<file path="src/rtl/tws_queue.sv">
// Short FIFO that decouples the front end from the back end.
// Depends on nothing but its parameters.
`default_nettype none

module tws_queue #(
	parameter int WIDTH = 8,
	parameter int DEPTH = 2
) (
	input  wire logic             clk,
	input  wire logic             arst_n,
	input  wire logic             push,
	input  wire logic [WIDTH-1:0] din,
	input  wire logic             pop,
	output logic [WIDTH-1:0]      dout,
	output logic                  nonempty,
	output logic                  full
);

	localparam int PTR_W = (DEPTH > 1) ? $clog2(DEPTH) : 1;
	localparam int CNT_W = $clog2(DEPTH + 1);

	logic [WIDTH-1:0] slot_q [DEPTH];
	logic [PTR_W-1:0] wr_q, rd_q;
	logic [CNT_W-1:0] count_q;
	logic             do_push, do_pop;

	assign nonempty = (count_q != '0);
	assign full     = (count_q == CNT_W'(DEPTH));
	assign do_pop   = pop && nonempty;
	assign do_push  = push && (!full || do_pop);
	assign dout     = slot_q[rd_q];

	// Advance pointers and count
	always_ff @(posedge clk or negedge arst_n) begin
		if (!arst_n) begin
			wr_q    <= '0;
			rd_q    <= '0;
			count_q <= '0;
		end else begin
			if (do_push) begin
				wr_q <= (wr_q == PTR_W'(DEPTH - 1)) ? '0 : wr_q + 1'b1;
			end
			if (do_pop) begin
				rd_q <= (rd_q == PTR_W'(DEPTH - 1)) ? '0 : rd_q + 1'b1;
			end
			count_q <= count_q + CNT_W'(do_push) - CNT_W'(do_pop);
		end
	end

	// Store entries
	always_ff @(posedge clk) begin
		if (do_push) begin
			slot_q[wr_q] <= din;
		end
	end

	a_no_drop: assert property (@(posedge clk) disable iff (!arst_n)
		push |-> (!full || (pop && nonempty)))
		else $error("queue push lost while full");
	a_count_rng: assert property (@(posedge clk) disable iff (!arst_n)
		count_q <= CNT_W'(DEPTH))
		else $error("queue count out of range");
	a_count_up: assert property (@(posedge clk) disable iff (!arst_n)
		(do_push && !do_pop) |=> count_q == $past(count_q) + 1'b1)
		else $error("queue count did not advance on push");

endmodule

`default_nettype wire

</file>
<file path="config.mk">
export PLATFORM = sky130hd
export DESIGN_NAME = tws_queue
export DESIGN_NICKNAME = d
export VERILOG_FILES = /design/src/rtl/tws_queue.sv
export SDC_FILE = /design/constraint.sdc
export NUM_CORES = 1
export LEC_CHECK = 0
export BUFFER_PORTS_ARGS = -buffer_cell sky130_fd_sc_hd__buf_2
export CAP_MARGIN = 15
export CORE_ASPECT_RATIO = 1.1
export CORE_MARGIN = 2
export CORE_UTILIZATION = 49
export DETAILED_ROUTE_END_ITERATION = 10
export GPL_TIMING_DRIVEN = 0
export PLACE_DENSITY_LB_ADDON = 0.2
export SYNTH_ARGS = -nofsm -noshare
export SYNTH_HDL_FRONTEND = slang
export SYNTH_SLANG_ARGS = --single-unit
export TNS_END_PERCENT = 100
</file>
<file path="constraint.sdc">
create_clock -name clk -period 1.6 [get_ports clk]
set_input_delay 0.32 -clock clk [delete_from_list [all_inputs] [get_ports clk]]
set_output_delay 0.32 -clock clk [all_outputs]
set_load 0.1 [all_outputs]
</file>
==> qor.csv <==
metric,value,unit
cell with the most instances after synthesis,edfxtp_1,
Most used DFF post-synth,edfxtp_1,
CP max-delay cell,dfrtp_1,
ant diodes,0,
period utilisation layout,1.04,
final WL,1.28,mm
Max stage delay on crit path,0.36,ns
Slew HR,0.717,
Post-Synth Adder-Cell Area,0.0155,
"delay-heaviest family, CP",flip-flops,
arrival time worst endpoint,1.34,ns
# rows,15,
"top cells by count, synth","edfxtp_1 (16), mux2_2 (8), dfrtp_1 (4)",
critical path class,reg -> out,
max_cap viols,0,
chip width,42.7,um
Clock Path Buffers,2,
Critical Path Sink Type,primary output,
endpoints failing hold,0,
Worst-Margin Slew,0.425,ns
overflow left after global routing,0,
ANT nets after route,0,
WHS Path Cells,1,
layout cells sized above 1,0.500,
vias in the first global route,435,
Synth async-reset ratio,0.200,
Root Buffer Master,clkbuf_4,
simple-gate portion of the synthesized area,0.0667,
violated checks,negative setup slack,
Ys Warns,0,
number of DRC markers in iteration 0,2,
leading post-synthesis cells by cell area,"edfxtp_1 (60%), dfrtp_1 (12%), mux2_2 (11%)",
cts bufs inserted,3,
startpoint types,register,
path depth of the worst reg2reg path,3,
largest net degree at the start of global routing,12,
CTS tree,yes,
nets,90,
status,"complete, but fails checks",
final worst setup slack,-0.0562,ns
hpwl dp,929,um
minimum clock period,1.66,ns
clk sinks,20,
Crit. path cell count,3,
Setup TNS,-0.345,ns
Die H,46.6,um
multiplexer share of the synthesized area,0.112,
Avg Inst Size Synth,16.5,um2
most frequent CP cell,buf_6,
CTS H-tree depth,1,
P&R area growth vs syn,30.9,%
worst hold path type,in -> reg,
drt pass-1 iters,3,
CP Max Fanout,9,
Synth Area in XOR/XNOR,0.0434,
Syn Nets,62,
I/O pin cnt,22,
multi-input logic area,219,um2
Final Max Tran Viols,0,
core area,0.00156,mm2
Gate Count Post-Synth,49,
Wirelength per Cell,13.7,um
fmax,0.604,GHz
Critical Path RT,1.28,ns
Non-Filler Instances,93,
area share of the largest cell type after synthesis,0.595,
sequential share of the synthesized area,0.719,
WP buf/inv,2,
PortBufs,21,
synthesized area,807,um2
Yosys top cell by area,edfxtp_1,
Via density,5.01,
complex-gate fraction of the synthesized area,0.0279,
drc violations,0,
RePlAce Congestion,0.668,
first-pass GRT wire length,1.93,mm
Fill cells,115,
global-route usage over all layers,0.137,
die area,0.00199,mm2
register area,581,um2
vias post-DR,466,
clock slew at reported path FFs,0.10,ns
crit path cell chain,buf_6 -> mux2_2 -> buf_6,
distinct cell type count after synthesis,16,
Post-synth EDFFs,16,
initial antenna violation count,0,
largest family of logic cells by synthesized area,multiplexers,
"Clk Latency, worst-skew pair",0.29,ns
Inst Count DP,87,
Initial Utilization,0.518,
Setup Skew,0.00184,ns
Synth Register Bits,20,
Final Setup Violations,8,
RSZ-0062 raised after global routing,true,
cell families after synthesis:
group,after synthesis
AOI/OAI and AO/OA,3
xor gates and xnor gates,4
adders and majority gates,1
buffers and inverters,3
DFF,20
muxes,8
and+or+nand+nor,10
path summary, 6_finish.rpt:
check | from | slack [ns] | to
max | rd_q$_DFFE_PN0N_ | -0.06 | dout[5]
min | din[2] | 0.21 | slot_q[0][2]$_DFFE_PP_
max reg2reg | count_q[0]$_DFF_PN0_ | 0.23 | slot_q[1][1]$_DFFE_PP_
min reg2reg | wr_q$_DFFE_PN0P_ | 0.53 | wr_q$_DFFE_PN0P_
max in group asynchronous | arst_n | 1.12 | count_q[0]$_DFF_PN0_
min in group asynchronous | arst_n | 0.36 | count_q[1]$_DFF_PN0_
per-layer routing:
| layer | GRT usage | vias up | routed length, um |
|---|---|---|---|
| li1 | - | 235 | - |
| met1 | 0.158 | 219 | 511 |
| met2 | 0.264 | 12 | 716 |
| met3 | 0.0235 | 0 | 48 |
| met4 | 0.0375 | 0 | 0 |
| met5 | 0 | - | 0 |
state kept, by name (all words and copies together), names as in the netlist:
signal,count
count_q,2
wr_q,1
slot_q,16
rd_q,1
area by class of cell:
class | instances | share of cell area
inverters | 2 | 0.00711
flip-flops and latches | 20 | 0.550
well taps | 17 | 0.0201
clock buffers | 4 | 0.0249
repair buffers | 23 | 0.180
plain buffers | 1 | 0.0107
multi-input cells | 26 | 0.207
cell usage in the layout (no fill, tap or decap), drive strengths merged:
master | Yosys | final
buf | 1 | 23
edfxtp | 16 | 16
mux2 | 8 | 8
dfrtp | 4 | 4
clkbuf | 0 | 4
nand2 | 3 | 3
xnor2 | 3 | 3
nor2 | 3 | 3
nand2b | 2 | 2
inv | 2 | 2
a21oi | 2 | 2
xor2 | 1 | 1
and4bb | 1 | 1
o21ai | 1 | 1
or2 | 1 | 1
ha | 1 | 1
dlygate4sd3 | 0 | 1
metrics by stage:
| stage | utilization | hold WS [ns] | setup WS, ns | instance area [um2] |
|---|---|---|---|---|
| 2_1_floorplan | - | 0.0244 | 0.0501 | 807 |
| 3_3_place_gp | 0.599 | 0.130 | 0.0447 | 933 |
| 3_5_place_dp | 0.599 | 0.131 | 0.0233 | 933 |
| 4_1_cts | 0.669 | 0.205 | -0.0605 | 1040 |
| 5_1_grt | 0.678 | 0.204 | -0.0883 | 1060 |
| 6_report | 0.678 | 0.208 | -0.0562 | 1060 |
repair_timing:
item                                    in CTS  in global routing
setup buffers                                1                  0
resized for setup                           21                  4
hold buffers                                 1                  0
endpoints found under the setup margin      10                 25
endpoints found under the hold margin        4                  0
Power is not shown: default switching activity piles up to over one toggle a cycle in this logic, so the estimate is an artifact.
